`config.mk`:
```
export PLATFORM = sky130hd
export DESIGN_NAME = planar_position_pd_velocity_limiter_core
export DESIGN_NICKNAME = d
export VERILOG_FILES = /design/src/rtl/ppvl_pkg.sv /design/src/rtl/planar_position_pd_velocity_limiter_core.sv
export SDC_FILE = /design/constraint.sdc
export NUM_CORES = 2
export LEC_CHECK = 0
export ABC_AREA = 0
export BUFFER_PORTS_ARGS = -buffer_cell sky130_fd_sc_hd__buf_2
export CORE_MARGIN = 5
export CORE_UTILIZATION = 25
export DETAILED_ROUTE_END_ITERATION = 10
export PLACE_DENSITY = 0.49
export SETUP_SLACK_MARGIN = 0.4
export SLEW_MARGIN = 20
export SYNTH_ARGS = -nofsm -noshare
export SYNTH_HDL_FRONTEND = slang
export SYNTH_SLANG_ARGS = --single-unit
```
`constraint.sdc`:
```
create_clock -name clk -period 7.65 [get_ports clk]
set_input_delay 0 -clock clk [delete_from_list [all_inputs] [get_ports clk]]
set_output_delay 0 -clock clk [all_outputs]
set_load 0.02 [all_outputs]
```
`src/rtl/ppvl_pkg.sv`:
```
// ppvl_pkg: constants, register and step codes, and state type of the planar position pd
// velocity limiter. Depends on nothing; used by planar_position_pd_velocity_limiter_core.
package ppvl_pkg;

	// fixed controller constants
	localparam int GAIN_DIVIDER    = 1000;
	localparam int TURN_LIMIT      = 100;
	localparam int FLOOR_SPEED     = 10;
	localparam int FLOOR_THRESHOLD = 20;
	localparam int PCT_FULL        = 100;
	localparam int ANG_FULL        = 3600;
	localparam int ANG_HALF        = 1800;
	localparam int VEL_MAX         = 4095;

	// field widths
	localparam int POS_W   = 24;
	localparam int ERR_W   = 25;
	localparam int DIFF_W  = 26;
	localparam int ANG_W   = 12;
	localparam int ANGD_W  = 13;
	localparam int TRAW_W  = 14;
	localparam int PCT_W   = 7;
	localparam int GAIN_W  = 12;
	localparam int VEL_W   = 13;

	// serial arithmetic unit widths
	localparam int MA_W    = 28;
	localparam int MB_W    = 12;
	localparam int PROD_W  = 40;
	localparam int DEN_W   = 28;
	localparam int REM_W   = 29;
	localparam int CNT_W   = 6;

	// port widths
	localparam int IN_TDATA_W  = 128;
	localparam int OUT_TDATA_W = 40;
	localparam int CFG_IDX_W   = 3;
	localparam int CFG_DATA_W  = 12;

	// register indexes
	localparam logic [CFG_IDX_W-1:0] REG_GAIN_P_X     = 3'd0;
	localparam logic [CFG_IDX_W-1:0] REG_GAIN_D_X     = 3'd1;
	localparam logic [CFG_IDX_W-1:0] REG_GAIN_P_Y     = 3'd2;
	localparam logic [CFG_IDX_W-1:0] REG_GAIN_D_Y     = 3'd3;
	localparam logic [CFG_IDX_W-1:0] REG_GAIN_P_TURN  = 3'd4;
	localparam logic [CFG_IDX_W-1:0] REG_GAIN_D_TURN  = 3'd5;
	localparam logic [CFG_IDX_W-1:0] REG_BASE_LIMIT_X = 3'd6;
	localparam logic [CFG_IDX_W-1:0] REG_BASE_LIMIT_Y = 3'd7;

	// sequencer step codes
	typedef logic [4:0] op_t;
	localparam op_t OP_X_PROP   = 5'd0;
	localparam op_t OP_X_DIFF   = 5'd1;
	localparam op_t OP_X_GDIV   = 5'd2;
	localparam op_t OP_X_PMUL   = 5'd3;
	localparam op_t OP_X_PDIV   = 5'd4;
	localparam op_t OP_Y_PROP   = 5'd5;
	localparam op_t OP_Y_DIFF   = 5'd6;
	localparam op_t OP_Y_GDIV   = 5'd7;
	localparam op_t OP_Y_PMUL   = 5'd8;
	localparam op_t OP_Y_PDIV   = 5'd9;
	localparam op_t OP_T_PROP   = 5'd10;
	localparam op_t OP_T_DIFF   = 5'd11;
	localparam op_t OP_T_GDIV   = 5'd12;
	localparam op_t OP_T_PMUL   = 5'd13;
	localparam op_t OP_T_PDIV   = 5'd14;
	localparam op_t OP_LX_MUL   = 5'd15;
	localparam op_t OP_LX_DIV   = 5'd16;
	localparam op_t OP_LY_MUL   = 5'd17;
	localparam op_t OP_LY_DIV   = 5'd18;
	localparam op_t OP_LT_MUL   = 5'd19;
	localparam op_t OP_LT_DIV   = 5'd20;
	localparam op_t OP_CMP_X    = 5'd21;
	localparam op_t OP_CMP_Y    = 5'd22;
	localparam op_t OP_SX_MUL   = 5'd23;
	localparam op_t OP_SX_DIV   = 5'd24;
	localparam op_t OP_SY_MUL   = 5'd25;
	localparam op_t OP_SY_DIV   = 5'd26;
	localparam op_t OP_LAST     = OP_SY_DIV;

	typedef enum logic [5:0] {
		ST_IDLE = 6'b000001,
		ST_LOAD = 6'b000010,
		ST_MUL  = 6'b000100,
		ST_DIV  = 6'b001000,
		ST_WB   = 6'b010000,
		ST_FIN  = 6'b100000
	} state_t;

endpackage

```
`src/rtl/planar_position_pd_velocity_limiter_core.sv`:
```
// planar_position_pd_velocity_limiter_core: pd position controller with shared x/y velocity limit.
// Depends on ppvl_pkg for constants, step codes and the state type.
//
// One item in, at most one item out. An item with tuser (enable) low is taken and gives
// nothing. An enabled item runs a fixed program of 27 steps on one shared serial unit:
// 16 multiplications at one multiplier bit per cycle, each with a load and a write-back
// state, and 11 divisions at one quotient bit per cycle; most of the program's time goes
// to the restoring divider. The finish state then loads the output register.
// The finish state waits while an older result still sits unread at the master
// side. Once the new result is loaded the next item is taken, even while that result
// waits; no new item is taken while an enabled one runs its program. Register writes are
// taken at any time and are expected only while the block is idle.
module planar_position_pd_velocity_limiter_core (
	input  logic                                clk,
	input  logic                                arst_n,
	// pos_x[23:0] pos_y[47:24] heading[59:48] goal_x[83:60] goal_y[107:84]
	// goal_heading[119:108] speed_percent[126:120], zero pad
	input  logic [ppvl_pkg::IN_TDATA_W-1:0]     s_axis_tdata,
	// enable
	input  logic                                s_axis_tuser,
	input  logic                                s_axis_tvalid,
	output logic                                s_axis_tready,
	// vel_x[12:0] vel_y[25:13] vel_turn[38:26], zero pad
	output logic [ppvl_pkg::OUT_TDATA_W-1:0]    m_axis_tdata,
	output logic                                m_axis_tvalid,
	input  logic                                m_axis_tready,
	input  logic                                cfg_valid,
	output logic                                cfg_ready,
	input  logic [ppvl_pkg::CFG_IDX_W-1:0]      cfg_index,
	input  logic [ppvl_pkg::CFG_DATA_W-1:0]     cfg_data
);
	import ppvl_pkg::*;

	// configuration registers
	logic [GAIN_W-1:0] gain_p_x_q, gain_d_x_q, gain_p_y_q, gain_d_y_q;
	logic [GAIN_W-1:0] gain_p_turn_q, gain_d_turn_q, base_limit_x_q, base_limit_y_q;

	// errors kept from the last enabled item
	logic signed [ERR_W-1:0] prev_err_x_q, prev_err_y_q;
	logic signed [ANG_W-1:0] prev_err_turn_q;

	// errors and differences of the item at work
	logic signed [ERR_W-1:0]  err_x_q, err_y_q;
	logic signed [DIFF_W-1:0] diff_x_q, diff_y_q;
	logic signed [ANG_W-1:0]  err_t_q;
	logic signed [ANGD_W-1:0] diff_t_q;
	logic [PCT_W-1:0]         pct_q;

	// working values
	logic [PROD_W-1:0] wk_q;
	logic [MA_W-1:0]   vmag_x_q, vmag_y_q, vmag_t_q, smag_x_q, smag_y_q;
	logic              vsgn_x_q, vsgn_y_q, vsgn_t_q;
	logic [GAIN_W-1:0] lim_x_q, lim_y_q, lim_t_q, mul_q;
	logic [DEN_W-1:0]  div_q;

	// serial unit
	logic [PROD_W-1:0] acc_q, ash_q, quo_q;
	logic [MB_W-1:0]   bsh_q;
	logic [REM_W-1:0]  rem_q;
	logic [DEN_W-1:0]  den_q;
	logic [CNT_W-1:0]  cnt_q;

	op_t    op_q;
	state_t st_q;

	logic                 out_valid_q;
	logic [VEL_W-1:0]     vel_x_q, vel_y_q, vel_turn_q;

	// input fields
	logic signed [POS_W-1:0] in_pos_x, in_pos_y, in_goal_x, in_goal_y;
	logic [ANG_W-1:0]        in_heading, in_goal_heading;
	logic [PCT_W-1:0]        in_speed_percent;

	assign in_pos_x         = s_axis_tdata[23:0];
	assign in_pos_y         = s_axis_tdata[47:24];
	assign in_heading       = s_axis_tdata[59:48];
	assign in_goal_x        = s_axis_tdata[83:60];
	assign in_goal_y        = s_axis_tdata[107:84];
	assign in_goal_heading  = s_axis_tdata[119:108];
	assign in_speed_percent = s_axis_tdata[126:120];

	logic in_acc, cfg_acc, fin_load;
	assign s_axis_tready = (st_q == ST_IDLE);
	assign cfg_ready     = 1'b1;
	assign in_acc        = s_axis_tvalid & s_axis_tready;
	assign cfg_acc       = cfg_valid & cfg_ready;

	// errors at acceptance
	logic signed [ERR_W-1:0]  ex_w, ey_w;
	logic signed [DIFF_W-1:0] dx_w, dy_w;
	logic signed [TRAW_W-1:0] t_raw, t_mod;
	logic signed [ANG_W-1:0]  et_w;
	logic signed [ANGD_W-1:0] dt_w;
	logic [PCT_W-1:0]         pct_w;

	always_comb begin
		ex_w  = ERR_W'(in_goal_x) - ERR_W'(in_pos_x);
		ey_w  = ERR_W'(in_goal_y) - ERR_W'(in_pos_y);
		dx_w  = DIFF_W'(ex_w) - DIFF_W'(prev_err_x_q);
		dy_w  = DIFF_W'(ey_w) - DIFF_W'(prev_err_y_q);
		// heading error wrapped by true modulo, one correction is enough
		t_raw = signed'(TRAW_W'(in_goal_heading)) - signed'(TRAW_W'(in_heading))
			+ TRAW_W'(ANG_HALF);
		if (t_raw < 0) begin
			t_mod = t_raw + TRAW_W'(ANG_FULL);
		end else if (t_raw >= TRAW_W'(ANG_FULL)) begin
			t_mod = t_raw - TRAW_W'(ANG_FULL);
		end else begin
			t_mod = t_raw;
		end
		et_w  = ANG_W'(t_mod - TRAW_W'(ANG_HALF));
		dt_w  = ANGD_W'(et_w) - ANGD_W'(prev_err_turn_q);
		pct_w = (in_speed_percent > PCT_W'(PCT_FULL)) ? PCT_W'(PCT_FULL) : in_speed_percent;
	end

	// magnitudes of the stored errors
	logic [ERR_W-1:0]  abs_ex, abs_ey;
	logic [DIFF_W-1:0] abs_dx, abs_dy;
	logic [ANG_W-1:0]  abs_et;
	logic [ANGD_W-1:0] abs_dt;

	assign abs_ex = err_x_q[ERR_W-1]   ? ERR_W'(-err_x_q)   : ERR_W'(err_x_q);
	assign abs_ey = err_y_q[ERR_W-1]   ? ERR_W'(-err_y_q)   : ERR_W'(err_y_q);
	assign abs_dx = diff_x_q[DIFF_W-1] ? DIFF_W'(-diff_x_q) : DIFF_W'(diff_x_q);
	assign abs_dy = diff_y_q[DIFF_W-1] ? DIFF_W'(-diff_y_q) : DIFF_W'(diff_y_q);
	assign abs_et = err_t_q[ANG_W-1]   ? ANG_W'(-err_t_q)   : ANG_W'(err_t_q);
	assign abs_dt = diff_t_q[ANGD_W-1] ? ANGD_W'(-diff_t_q) : ANGD_W'(diff_t_q);

	// step program: operands of the shared unit for each step
	logic              op_div;
	logic [PROD_W-1:0] opa;
	logic [DEN_W-1:0]  opb;
	logic              se, sd;

	always_comb begin
		op_div = 1'b0;
		opa    = '0;
		opb    = '0;
		se     = 1'b0;
		sd     = 1'b0;
		case (op_q)
			OP_X_PROP: begin opa = PROD_W'(abs_ex); opb = DEN_W'(gain_p_x_q); end
			OP_X_DIFF: begin
				opa = PROD_W'(abs_dx); opb = DEN_W'(gain_d_x_q);
				se  = err_x_q[ERR_W-1]; sd = diff_x_q[DIFF_W-1];
			end
			OP_Y_PROP: begin opa = PROD_W'(abs_ey); opb = DEN_W'(gain_p_y_q); end
			OP_Y_DIFF: begin
				opa = PROD_W'(abs_dy); opb = DEN_W'(gain_d_y_q);
				se  = err_y_q[ERR_W-1]; sd = diff_y_q[DIFF_W-1];
			end
			OP_T_PROP: begin opa = PROD_W'(abs_et); opb = DEN_W'(gain_p_turn_q); end
			OP_T_DIFF: begin
				opa = PROD_W'(abs_dt); opb = DEN_W'(gain_d_turn_q);
				se  = err_t_q[ANG_W-1]; sd = diff_t_q[ANGD_W-1];
			end
			OP_X_GDIV, OP_Y_GDIV, OP_T_GDIV: begin
				op_div = 1'b1; opa = wk_q; opb = DEN_W'(GAIN_DIVIDER);
			end
			OP_X_PMUL, OP_Y_PMUL, OP_T_PMUL: begin
				opa = PROD_W'(wk_q[MA_W-1:0]); opb = DEN_W'(pct_q);
			end
			OP_X_PDIV, OP_Y_PDIV, OP_T_PDIV, OP_LX_DIV, OP_LY_DIV, OP_LT_DIV: begin
				op_div = 1'b1; opa = wk_q; opb = DEN_W'(PCT_FULL);
			end
			OP_LX_MUL: begin opa = PROD_W'(base_limit_x_q); opb = DEN_W'(pct_q); end
			OP_LY_MUL: begin opa = PROD_W'(base_limit_y_q); opb = DEN_W'(pct_q); end
			OP_LT_MUL: begin opa = PROD_W'(TURN_LIMIT); opb = DEN_W'(pct_q); end
			OP_CMP_X:  begin opa = PROD_W'(vmag_y_q); opb = DEN_W'(lim_x_q); end
			OP_CMP_Y:  begin opa = PROD_W'(vmag_x_q); opb = DEN_W'(lim_y_q); end
			OP_SX_MUL: begin opa = PROD_W'(vmag_x_q); opb = DEN_W'(mul_q); end
			OP_SY_MUL: begin opa = PROD_W'(vmag_y_q); opb = DEN_W'(mul_q); end
			OP_SX_DIV, OP_SY_DIV: begin op_div = 1'b1; opa = wk_q; opb = div_q; end
			default: begin op_div = 1'b0; end
		endcase
	end

	// pd sum of the two products with their signs
	logic signed [PROD_W:0] pd_sum;
	logic [PROD_W-1:0]      pd_mag;
	always_comb begin
		pd_sum = (se ? -signed'((PROD_W+1)'(wk_q)) : signed'((PROD_W+1)'(wk_q)))
			+ (sd ? -signed'((PROD_W+1)'(acc_q)) : signed'((PROD_W+1)'(acc_q)));
		pd_mag = pd_sum[PROD_W] ? PROD_W'(-pd_sum) : PROD_W'(pd_sum);
	end

	// shared shrink ratio: lx*ay sits in wk_q, ly*ax in acc_q
	logic              over_x, over_y;
	logic [GAIN_W-1:0] mul_w;
	logic [DEN_W-1:0]  div_w;
	always_comb begin
		over_x = vmag_x_q > MA_W'(lim_x_q);
		over_y = vmag_y_q > MA_W'(lim_y_q);
		mul_w  = GAIN_W'(1);
		div_w  = DEN_W'(1);
		if (over_x && over_y) begin
			if (wk_q > acc_q) begin
				mul_w = lim_y_q; div_w = vmag_y_q;
			end else begin
				mul_w = lim_x_q; div_w = vmag_x_q;
			end
		end else if (over_x) begin
			mul_w = lim_x_q; div_w = vmag_x_q;
		end else if (over_y) begin
			mul_w = lim_y_q; div_w = vmag_y_q;
		end
	end

	// divider trial subtraction
	logic [REM_W-1:0] rem_sh;
	logic [REM_W:0]   trial;
	assign rem_sh = {rem_q[REM_W-2:0], quo_q[PROD_W-1]};
	assign trial  = {1'b0, rem_sh} - (REM_W+1)'(den_q);

	logic [PROD_W-1:0] res;
	assign res = op_div ? quo_q : acc_q;

	// the derivative steps write back the magnitude of the pd sum instead of the product, and its sign
	logic wb_pd;
	assign wb_pd = (op_q == OP_X_DIFF) || (op_q == OP_Y_DIFF) || (op_q == OP_T_DIFF);

	// floor speed and clamps
	logic [MA_W-1:0]   fx, fy, cx, cy, ct;
	logic [VEL_W-1:0]  vx_w, vy_w, vt_w;
	always_comb begin
		fx = ((smag_x_q < MA_W'(FLOOR_SPEED)) && (vmag_x_q != '0)
			&& (abs_ex > ERR_W'(FLOOR_THRESHOLD))) ? MA_W'(FLOOR_SPEED) : smag_x_q;
		fy = ((smag_y_q < MA_W'(FLOOR_SPEED)) && (vmag_y_q != '0)
			&& (abs_ey > ERR_W'(FLOOR_THRESHOLD))) ? MA_W'(FLOOR_SPEED) : smag_y_q;
		cx = (fx > MA_W'(lim_x_q)) ? MA_W'(lim_x_q) : fx;
		cy = (fy > MA_W'(lim_y_q)) ? MA_W'(lim_y_q) : fy;
		ct = (vmag_t_q > MA_W'(lim_t_q)) ? MA_W'(lim_t_q) : vmag_t_q;
		if (cx > MA_W'(VEL_MAX)) cx = MA_W'(VEL_MAX);
		if (cy > MA_W'(VEL_MAX)) cy = MA_W'(VEL_MAX);
		if (ct > MA_W'(VEL_MAX)) ct = MA_W'(VEL_MAX);
		vx_w = vsgn_x_q ? VEL_W'(-VEL_W'(cx)) : VEL_W'(cx);
		vy_w = vsgn_y_q ? VEL_W'(-VEL_W'(cy)) : VEL_W'(cy);
		vt_w = vsgn_t_q ? VEL_W'(-VEL_W'(ct)) : VEL_W'(ct);
	end

	assign fin_load = (st_q == ST_FIN) && (!out_valid_q || m_axis_tready);

	// configuration registers
	always_ff @(posedge clk or negedge arst_n) begin
		if (!arst_n) begin
			gain_p_x_q     <= '0;
			gain_d_x_q     <= '0;
			gain_p_y_q     <= '0;
			gain_d_y_q     <= '0;
			gain_p_turn_q  <= '0;
			gain_d_turn_q  <= '0;
			base_limit_x_q <= GAIN_W'(PCT_FULL);
			base_limit_y_q <= GAIN_W'(PCT_FULL);
		end else if (cfg_acc) begin
			case (cfg_index)
				REG_GAIN_P_X:     gain_p_x_q     <= cfg_data;
				REG_GAIN_D_X:     gain_d_x_q     <= cfg_data;
				REG_GAIN_P_Y:     gain_p_y_q     <= cfg_data;
				REG_GAIN_D_Y:     gain_d_y_q     <= cfg_data;
				REG_GAIN_P_TURN:  gain_p_turn_q  <= cfg_data;
				REG_GAIN_D_TURN:  gain_d_turn_q  <= cfg_data;
				REG_BASE_LIMIT_X: base_limit_x_q <= cfg_data;
				REG_BASE_LIMIT_Y: base_limit_y_q <= cfg_data;
				default: ;
			endcase
		end
	end

	// stored errors, kept across items
	always_ff @(posedge clk or negedge arst_n) begin
		if (!arst_n) begin
			prev_err_x_q    <= '0;
			prev_err_y_q    <= '0;
			prev_err_turn_q <= '0;
		end else if (in_acc && s_axis_tuser) begin
			prev_err_x_q    <= ex_w;
			prev_err_y_q    <= ey_w;
			prev_err_turn_q <= et_w;
		end
	end

	// sequencer
	always_ff @(posedge clk or negedge arst_n) begin
		if (!arst_n) begin
			st_q <= ST_IDLE;
			op_q <= OP_X_PROP;
		end else begin
			case (st_q)
				ST_IDLE: begin
					if (in_acc && s_axis_tuser) begin
						op_q <= OP_X_PROP;
						st_q <= ST_LOAD;
					end
				end
				ST_LOAD: st_q <= op_div ? ST_DIV : ST_MUL;
				ST_MUL:  if (cnt_q == CNT_W'(MB_W - 1)) st_q <= ST_WB;
				ST_DIV:  if (cnt_q == CNT_W'(PROD_W - 1)) st_q <= ST_WB;
				ST_WB: begin
					if (op_q == OP_LAST) begin
						st_q <= ST_FIN;
					end else begin
						op_q <= op_q + op_t'(1);
						st_q <= ST_LOAD;
					end
				end
				ST_FIN:  if (fin_load) st_q <= ST_IDLE;
				default: st_q <= ST_IDLE;
			endcase
		end
	end

	// operand capture, serial unit and write-back
	always_ff @(posedge clk) begin
		if (in_acc && s_axis_tuser) begin
			err_x_q  <= ex_w;
			err_y_q  <= ey_w;
			err_t_q  <= et_w;
			diff_x_q <= dx_w;
			diff_y_q <= dy_w;
			diff_t_q <= dt_w;
			pct_q    <= pct_w;
		end
		case (st_q)
			ST_LOAD: begin
				cnt_q <= '0;
				acc_q <= '0;
				ash_q <= opa;
				bsh_q <= opb[MB_W-1:0];
				rem_q <= '0;
				quo_q <= opa;
				den_q <= opb;
			end
			ST_MUL: begin
				// one multiplier bit per cycle, lsb first
				if (bsh_q[0]) acc_q <= acc_q + ash_q;
				ash_q <= {ash_q[PROD_W-2:0], 1'b0};
				bsh_q <= {1'b0, bsh_q[MB_W-1:1]};
				cnt_q <= cnt_q + CNT_W'(1);
			end
			ST_DIV: begin
				// restoring division, one quotient bit per cycle
				if (!trial[REM_W]) begin
					rem_q <= trial[REM_W-1:0];
					quo_q <= {quo_q[PROD_W-2:0], 1'b1};
				end else begin
					rem_q <= rem_sh;
					quo_q <= {quo_q[PROD_W-2:0], 1'b0};
				end
				cnt_q <= cnt_q + CNT_W'(1);
			end
			ST_WB: begin
				wk_q <= wb_pd ? pd_mag : res;
				case (op_q)
					OP_X_DIFF: vsgn_x_q <= pd_sum[PROD_W];
					OP_Y_DIFF: vsgn_y_q <= pd_sum[PROD_W];
					OP_T_DIFF: vsgn_t_q <= pd_sum[PROD_W];
					OP_X_PDIV: vmag_x_q <= res[MA_W-1:0];
					OP_Y_PDIV: vmag_y_q <= res[MA_W-1:0];
					OP_T_PDIV: vmag_t_q <= res[MA_W-1:0];
					OP_LX_DIV: lim_x_q  <= res[GAIN_W-1:0];
					OP_LY_DIV: lim_y_q  <= res[GAIN_W-1:0];
					OP_LT_DIV: lim_t_q  <= res[GAIN_W-1:0];
					OP_CMP_Y:  begin mul_q <= mul_w; div_q <= div_w; end
					OP_SX_DIV: smag_x_q <= res[MA_W-1:0];
					OP_SY_DIV: smag_y_q <= res[MA_W-1:0];
					default: ;
				endcase
			end
			default: ;
		endcase
	end

	// output register
	always_ff @(posedge clk or negedge arst_n) begin
		if (!arst_n) begin
			out_valid_q <= 1'b0;
		end else if (fin_load) begin
			out_valid_q <= 1'b1;
		end else if (m_axis_tready) begin
			out_valid_q <= 1'b0;
		end
	end

	always_ff @(posedge clk) begin
		if (fin_load) begin
			vel_x_q    <= vx_w;
			vel_y_q    <= vy_w;
			vel_turn_q <= vt_w;
		end
	end

	assign m_axis_tvalid = out_valid_q;
	assign m_axis_tdata  = {1'b0, vel_turn_q, vel_y_q, vel_x_q};

`ifndef SYNTHESIS
	// a disabled item leaves the sequencer idle
	a_disabled_idle: assert property (@(posedge clk) disable iff (!arst_n)
		in_acc && !s_axis_tuser |=> st_q == ST_IDLE)
		else $error("disabled item started the sequencer");

	// the divider never sees a zero divisor
	a_den_nonzero: assert property (@(posedge clk) disable iff (!arst_n)
		st_q == ST_DIV |-> den_q != '0)
		else $error("division by zero in serial unit");

	// the step counter stays within the program
	a_op_range: assert property (@(posedge clk) disable iff (!arst_n)
		st_q != ST_IDLE |-> op_q <= OP_LAST)
		else $error("step counter beyond program");

	// a result loaded into the output register never reads as -4096
	a_vel_range: assert property (@(posedge clk) disable iff (!arst_n)
		fin_load |=> vel_x_q != 13'h1000 && vel_y_q != 13'h1000 && vel_turn_q != 13'h1000)
		else $error("velocity out of saturation range");
`endif

endmodule
```
# Word-level counts from Yosys, hierarchy flattened
# Cells that the tools add are included.
# word_totals
ff_bits	796
elab_cells	247
# classes
addsub	27
n_lt_le_gt_ge	16
eq_ne	47
muxes	58
bitwise_logic	1
n_reduce_logical	53
# ops
op	count
case mux 40 bit (13 select lines)	1
case mux 28 bit (13 select lines)	1
two-way mux 28 bit	10
case mux 40 bit (2 select lines)	3
two-way mux 40 bit	4
> comparator 28 x 12 -> 1 bit	5
two-way mux 13 bit	7
> comparator 28 x 12 -> 1 bit, second input constant	3
two-way mux 12 bit	7
two-way mux 41 bit	2
negation 40 -> 41 bit	2
< comparator 28 x 4 -> 1 bit, second input constant	2
case mux 28 bit (2 select lines)	1
nonzero test 28 bit	2
equality test 5 bit, second input constant	11
two-way mux 26 bit	2
negation 13 bit	4
negation 26 bit	2
subtractor 25 x 25 -> 26 bit	2
> comparator 25 x 5 -> 1 bit, second input constant	2
two-way mux 25 bit	2
negation 25 bit	2
subtractor 24 x 24 -> 25 bit	2
AND reduction 2 bit	21
53 further kinds	102

# Logic depth before layout (Yosys ltp)
# logic_depth
ltp_word	11
depth_mapped	30

# Worst setup path before layout
# Ideal clock, no wire load.
# synth_timing
path_type	register to register
start	register err_x_q[1]
end	register vel_x_q[10], data pin
setup_time_ns	0.263
arrival_ns	5.933
slack_ns	1.453
stages_incl_launch_ff	28
path_buffers	2
synth_period_minus_slack_ns	6.197
cell_sequence	edfxtp_1 -> inv_1 -> ha_1 -> or3b_2 -> or3_1 -> or4_1 -> mux2_1 -> a32oi_1 -> and4b_1 -> a31oi_4 -> or2_2 -> ha_1 -> nor2b_1 -> o21ai_0 -> nand2b_1 -> a21oi_1 -> o221ai_1 -> a21oi_1 -> clkbuf_1 -> clkbuf_1 -> nor2_1 -> a21o_1 -> inv_1 -> ha_1 -> nand2_1 -> nor4_2 -> a21oi_1 -> xnor2_1
# synth_via
elab_chain_len	11
# synth_rtl
element	line	text
start, declared	planar_position_pd_velocity_limiter_core.sv:43	logic signed [ERR_W-1:0] err_x_q, err_y_q;
start signal, assigned	planar_position_pd_velocity_limiter_core.sv:315	err_x_q <= ex_w;
negation 25 bit	planar_position_pd_velocity_limiter_core.sv:122	assign abs_ex = err_x_q[ERR_W-1] ? ERR_W'(-err_x_q) : ERR_W'(err_x_q);
two-way mux 25 bit (*)	planar_position_pd_velocity_limiter_core.sv:122	
> comparator 25 x 5 -> 1 bit (*)	planar_position_pd_velocity_limiter_core.sv:227	&& (abs_ex > ERR_W'(FLOOR_THRESHOLD))) ? MA_W'(FLOOR_SPEED) : smag_x_q;
logical AND 1 bit (*)	planar_position_pd_velocity_limiter_core.sv:227	
two-way mux 28 bit (*)	planar_position_pd_velocity_limiter_core.sv:227	
> comparator 28 x 12 -> 1 bit	planar_position_pd_velocity_limiter_core.sv:230	cx = (fx > MA_W'(lim_x_q)) ? MA_W'(lim_x_q) : fx;
two-way mux 28 bit (*)	planar_position_pd_velocity_limiter_core.sv:230	
> comparator 28 x 12 -> 1 bit	planar_position_pd_velocity_limiter_core.sv:233	if (cx > MA_W'(VEL_MAX)) cx = MA_W'(VEL_MAX);
two-way mux 13 bit (*)	planar_position_pd_velocity_limiter_core.sv:233	
via cx[0]	planar_position_pd_velocity_limiter_core.sv:223	logic [MA_W-1:0] fx, fy, cx, cy, ct;
negation 13 bit (*)	planar_position_pd_velocity_limiter_core.sv:236	vx_w = vsgn_x_q ? VEL_W'(-VEL_W'(cx)) : VEL_W'(cx);
two-way mux 13 bit (*)	planar_position_pd_velocity_limiter_core.sv:236	
via vx_w[10]	planar_position_pd_velocity_limiter_core.sv:224	logic [VEL_W-1:0] vx_w, vy_w, vt_w;
end signal, assigned	planar_position_pd_velocity_limiter_core.sv:386	vel_x_q <= vx_w;
end, declared	planar_position_pd_velocity_limiter_core.sv:67	logic [VEL_W-1:0] vel_x_q, vel_y_q, vel_turn_q;
# The timed path passes the listed nets; every way through them passes the cells marked *.
# A chain may end at the register's enable or synchronous reset.

# Worst setup path after layout
# layout_timing
start	register op_q[4]
end	register wk_q[39], data pin
# layout_via
elab_chain_len	7
# layout_rtl
element	line	text
start, declared	planar_position_pd_velocity_limiter_core.sv:63	op_t op_q;
start signal, assigned	planar_position_pd_velocity_limiter_core.sv:302	op_q <= op_q + op_t'(1);
equality test 5 x 4 -> 1 bit (tied with other cells)	planar_position_pd_velocity_limiter_core.sv:141, planar_position_pd_velocity_limiter_core.sv:220	
case mux 1 bit (3 select lines)	planar_position_pd_velocity_limiter_core.sv:141	case (op_q)
two-way mux 41 bit (on tied branches)	planar_position_pd_velocity_limiter_core.sv:182, planar_position_pd_velocity_limiter_core.sv:183	
adder 41 bit	planar_position_pd_velocity_limiter_core.sv:183	+ (sd ? -signed'((PROD_W+1)'(acc_q)) : signed'((PROD_W+1)'(acc_q)));
negation 40 bit	planar_position_pd_velocity_limiter_core.sv:184	pd_mag = pd_sum[PROD_W] ? PROD_W'(-pd_sum) : PROD_W'(pd_sum);
two-way mux 40 bit	planar_position_pd_velocity_limiter_core.sv:184	
two-way mux 40 bit (*)	planar_position_pd_velocity_limiter_core.sv:352	wk_q <= wb_pd ? pd_mag : res;
end signal, assigned	planar_position_pd_velocity_limiter_core.sv:352	
end, declared	planar_position_pd_velocity_limiter_core.sv:50	logic [PROD_W-1:0] wk_q;
# Mark *: on every way between the ends. The rest lies on a longest branch, timed or not.

==> reports/results.tsv <==
stage	metric	value	unit
run_status	status	complete, but fails checks	
run_status	failing checks	negative hold slack	
die	die area	218000	µm²
logic_synthesis	count of cell types in the netlist	108	
timing	Slew @ Worst Pin	1.22	ns
setup_path	crit path launch type	register	
global_route	met2 Use GR	0.241	
cells_and_area	Area Growth Syn to Fin	18.1	%
drt	DRT Pass-1 Iters	6	
cts	depth of the CTS H-tree	3	
worst_hold_path	Hold Crit Class	in2reg	
setup_path	crit path launch	op_q[4]	
timing	RSZ-0062 raised after global routing	false	
cts	worst-skew pair later-pin latency	0.79	ns
setup_path	R2R setup slack	0.92	ns
logic_synthesis	Post-Synthesis Cells	5248	
worst_hold_path	hold path depth	4	
setup_path	crit-path cells	clkinv_1, and3_1, buf_4, nand2_1, and2_1, buf_4, a21oi_1, xor2_1, ha_1, a21o_1, a21o_1, a21oi_1, o21ai_0, a22oi_2, nor3_1, nor3b_1, o221ai_1, or4_1, or3_1, o41ai_4, xnor2_1, a21oi_1	
cts	Post-CTS Setup Bufs	0	
timing	Max Fclk	149	MHz
cells_and_area	fraction of layout cells with a size suffix above 1	0.120	
die	die width	467	µm
logic_synthesis	synth warn	0	
placed_design	port buffer count	188	
setup_path	CP Max Fanout	22	
worst_hold_path	HP Start	s_axis_tdata[23]	
die	effective utilization at floorplan	0.251	
worst_hold_path	Hold EP	err_x_q[23]	
timing	Final period util	0.880	
timing	Period minus WS final	6.73	ns
global_route	largest net degree at the start of global routing	206	
global_route	met1 Usage GRT	0.210	
logic_synthesis	ys async rst share	0.214	
timing	clock skew	0.0949	ns
cts	Root Driver	clkbuf_16	
drt	Vias	41500	
drt	First DRT Iteration DRCs	3587	
die	Row Count	167	
logic_synthesis	Main synth FF type	edfxtp_1	
global_route	number of global-route vias before repair	40600	
logic_synthesis	syn avg cell area	9.94	µm²
drt	DRT antenna net count	0	
timing	hold_ws	-0.0255	ns
logic_synthesis	synthesized area	52200	µm²
cells_and_area	non-filler cells, final	8461	
setup_path	R2R depth	22	
job	maxcap violations	0	
drt	Routed WL	170000	µm
placed_design	# placed instances	8122	
logic_synthesis	Seq cells post-synth	796	
logic_synthesis	register area share after synthesis	0.442	
timing	relative slew slack	0.181	
die	Die H	467	µm
timing	max-slew violation total from the final report	0	
setup_path	Req. time, crit path	8.06	ns
timing	setup violators final	0	
placed_design	Final GP Congestion	0.934	
timing	Final TNS setup	0	ns
placed_design	Final HPWL DP	131000	µm
cts	CTS Buf Count	93	
global_route	GR peak layer	met2	
logic_synthesis	EDFF count, synth	626	
global_route	Tot GR Track Use	0.152	
timing	Fin. Hold Viols	1	
power_and_ir_drop	worst vdd ir	0.000186	V
setup_path	FF-to-FF End	wk_q[39]	
die	area of the core	207000	µm²
cts	CTS tree	built	
global_route	grt ovf	0	
setup_path	Critical Path Most Common Cell	a21oi_1	
global_route	met3 capacity usage during global routing	0.0210	
setup_path	slowest stage cell, crit path	or4_1	
cts	deepest clock path buffer count	3	
cells_and_area	NumNets Final	6106	
global_route	initial antenna violation count	6	
setup_path	crit end category	register	
global_route	first-pass GRT wire length	256000	µm
setup_path	critical path arrival	7.14	ns
cts	clock sinks	796	
power_and_ir_drop	pwr/cell area	357	nW/µm²
power_and_ir_drop	leakage power	24.1	nW
setup_path	slowest cell delay on critical path	0.60	ns
drt	wire per inst	20.1	µm
drt	# DRC	0	
drt	routed vias/inst	4.90	
cts	Clock Pin Slew Worst Setup and Hold Paths	0.06	ns
setup_path	r2r startpoint	op_q[4]	
die	Top Ports	192	
logic_synthesis	Post-Syn Nets	5758	
setup_path	WS Path Type	reg2reg	
==> worst max-delay path: cells and delay by family, from the launching register on <==
| family | cells | cell delay (ns) |
|---|---|---|
| DFF | 1 | 0.58 |
| buffers and inverters | 3 | 0.84 |
| adders and majority gates | 1 | 0.40 |
| xor gates and xnor gates | 2 | 0.31 |
| AOI/OAI and AO/OA | 9 | 1.96 |
| and+or+nand+nor | 7 | 2.28 |
==> final cells by class <==
type	instances	area, µm²
multi-input combinational	3897	27200
antenna	1	2.50
tap	2788	3490
inverter	354	1340
clock inverter	63	774
fill	21400	146000
sequential	796	23100
clock buffer	108	2400
timing repair buffer	454	3400
==> cells in the final DEF (no fill, tap or decap), drive strengths merged, types with 108 or more instances in the layout <==
cell type	instances
nand2	416
buf	288
dfrtp	163
o21ai	338
a21o	122
a21oi	320
nor2	455
edfxtp	626
xor2	185
inv	358
clkbuf	108
ha	352
dlygate4sd3	166
mux2	128
xnor2	271
==> stage by stage <==
stage                     cell area, µm²  hold WS, ns  setup slack, ns  power (mW)   util
after detailed placement           56700       0.0696            0.927        17.2  0.273
after global placement             56700       0.0646            0.833        17.1  0.273
after floorplan                    52200       -0.296             1.45        14.1      -
final                              61600      -0.0255            0.921        22.0  0.297
after CTS                          61600      0.00315            0.923        22.1  0.297
after global routing               61600     -0.00262            0.442        23.5  0.297
==> worst max-delay path by stage <==
stage,slack (ns),cells after the start,to
2_1_floorplan,1.45,27,vel_x_q[10]
3_3_place_gp,0.83,23,vel_x_q[9]
3_5_place_dp,0.93,23,vel_x_q[11]
4_1_cts,0.92,23,wk_q[39]
5_1_grt,0.44,22,wk_q[38]
6_report,0.92,22,wk_q[39]
==> cell usage after synthesis, drive strengths merged (54+ instances only) <==
| master | n | area [µm²] |
|---|---|---|
| nor4 | 62 | 415 |
| a21oi | 320 | 1610 |
| nand3 | 81 | 405 |
| nand4 | 57 | 357 |
| xnor2 | 271 | 2380 |
| nor2 | 455 | 1710 |
| nand2b | 59 | 369 |
| edfxtp | 626 | 18800 |
| inv | 352 | 1320 |
| a21o | 122 | 916 |
| xor2 | 185 | 1630 |
| mux2 | 128 | 1440 |
| ha | 352 | 4400 |
| nor2b | 72 | 450 |
| a31oi | 54 | 368 |
| dfrtp | 163 | 4080 |
| o21ai | 338 | 1700 |
| nand2 | 416 | 1560 |
| nor3 | 102 | 521 |
| clkbuf | 173 | 649 |
| mux2i | 55 | 551 |
==> metal layers <==
metal	wire, µm	vias up
met5	41	-
met3	9390	246
met1	79200	20100
met2	75700	1166
met4	5980	6
li1	-	20000
==> sequential cells by signal, summed over array words and instances, names as in the netlist, 26 cells and up <==
name / cells
vmag_x_q: 28
diff_y_q: 26
vmag_y_q: 28
wk_q: 40
vmag_t_q: 28
rem_q: 28
smag_x_q: 28
ash_q: 40
smag_y_q: 28
acc_q: 40
div_q: 28
den_q: 28
diff_x_q: 26
quo_q: 40
==> power by group <==
part / total, mW / switching, mW / internal [mW]
combinational: 10.7 / 6.59 / 4.14
sequential: 6.64 / 0.516 / 6.13
clock: 4.63 / 2.00 / 2.63
==> logic make-up (layout without fill, tap and decap cells) <==
logic type / Yosys count / after routing / share of synthesized area
multiplexers: 183 / 183 / 0.0382
AO/OA/AOI/OAI: 1336 / 1336 / 0.170
XOR/XNOR: 456 / 456 / 0.0768
buffers and inverters: 555 / 979 / 0.0403
adder cells (fa/ha/maj): 361 / 361 / 0.0879
AND/OR/NAND/NOR: 1559 / 1559 / 0.145
other: 2 / 3 / 0.000144
flip-flops: 796 / 796 / 0.442
==> timing repair <==
item,4_1_cts,5_1_grt
endpoints found under the setup margin,0,4
resized for setup,0,1
hold buffers,167,0
endpoints found under the hold margin,327,0
Power figures use the tool's default switching activity.
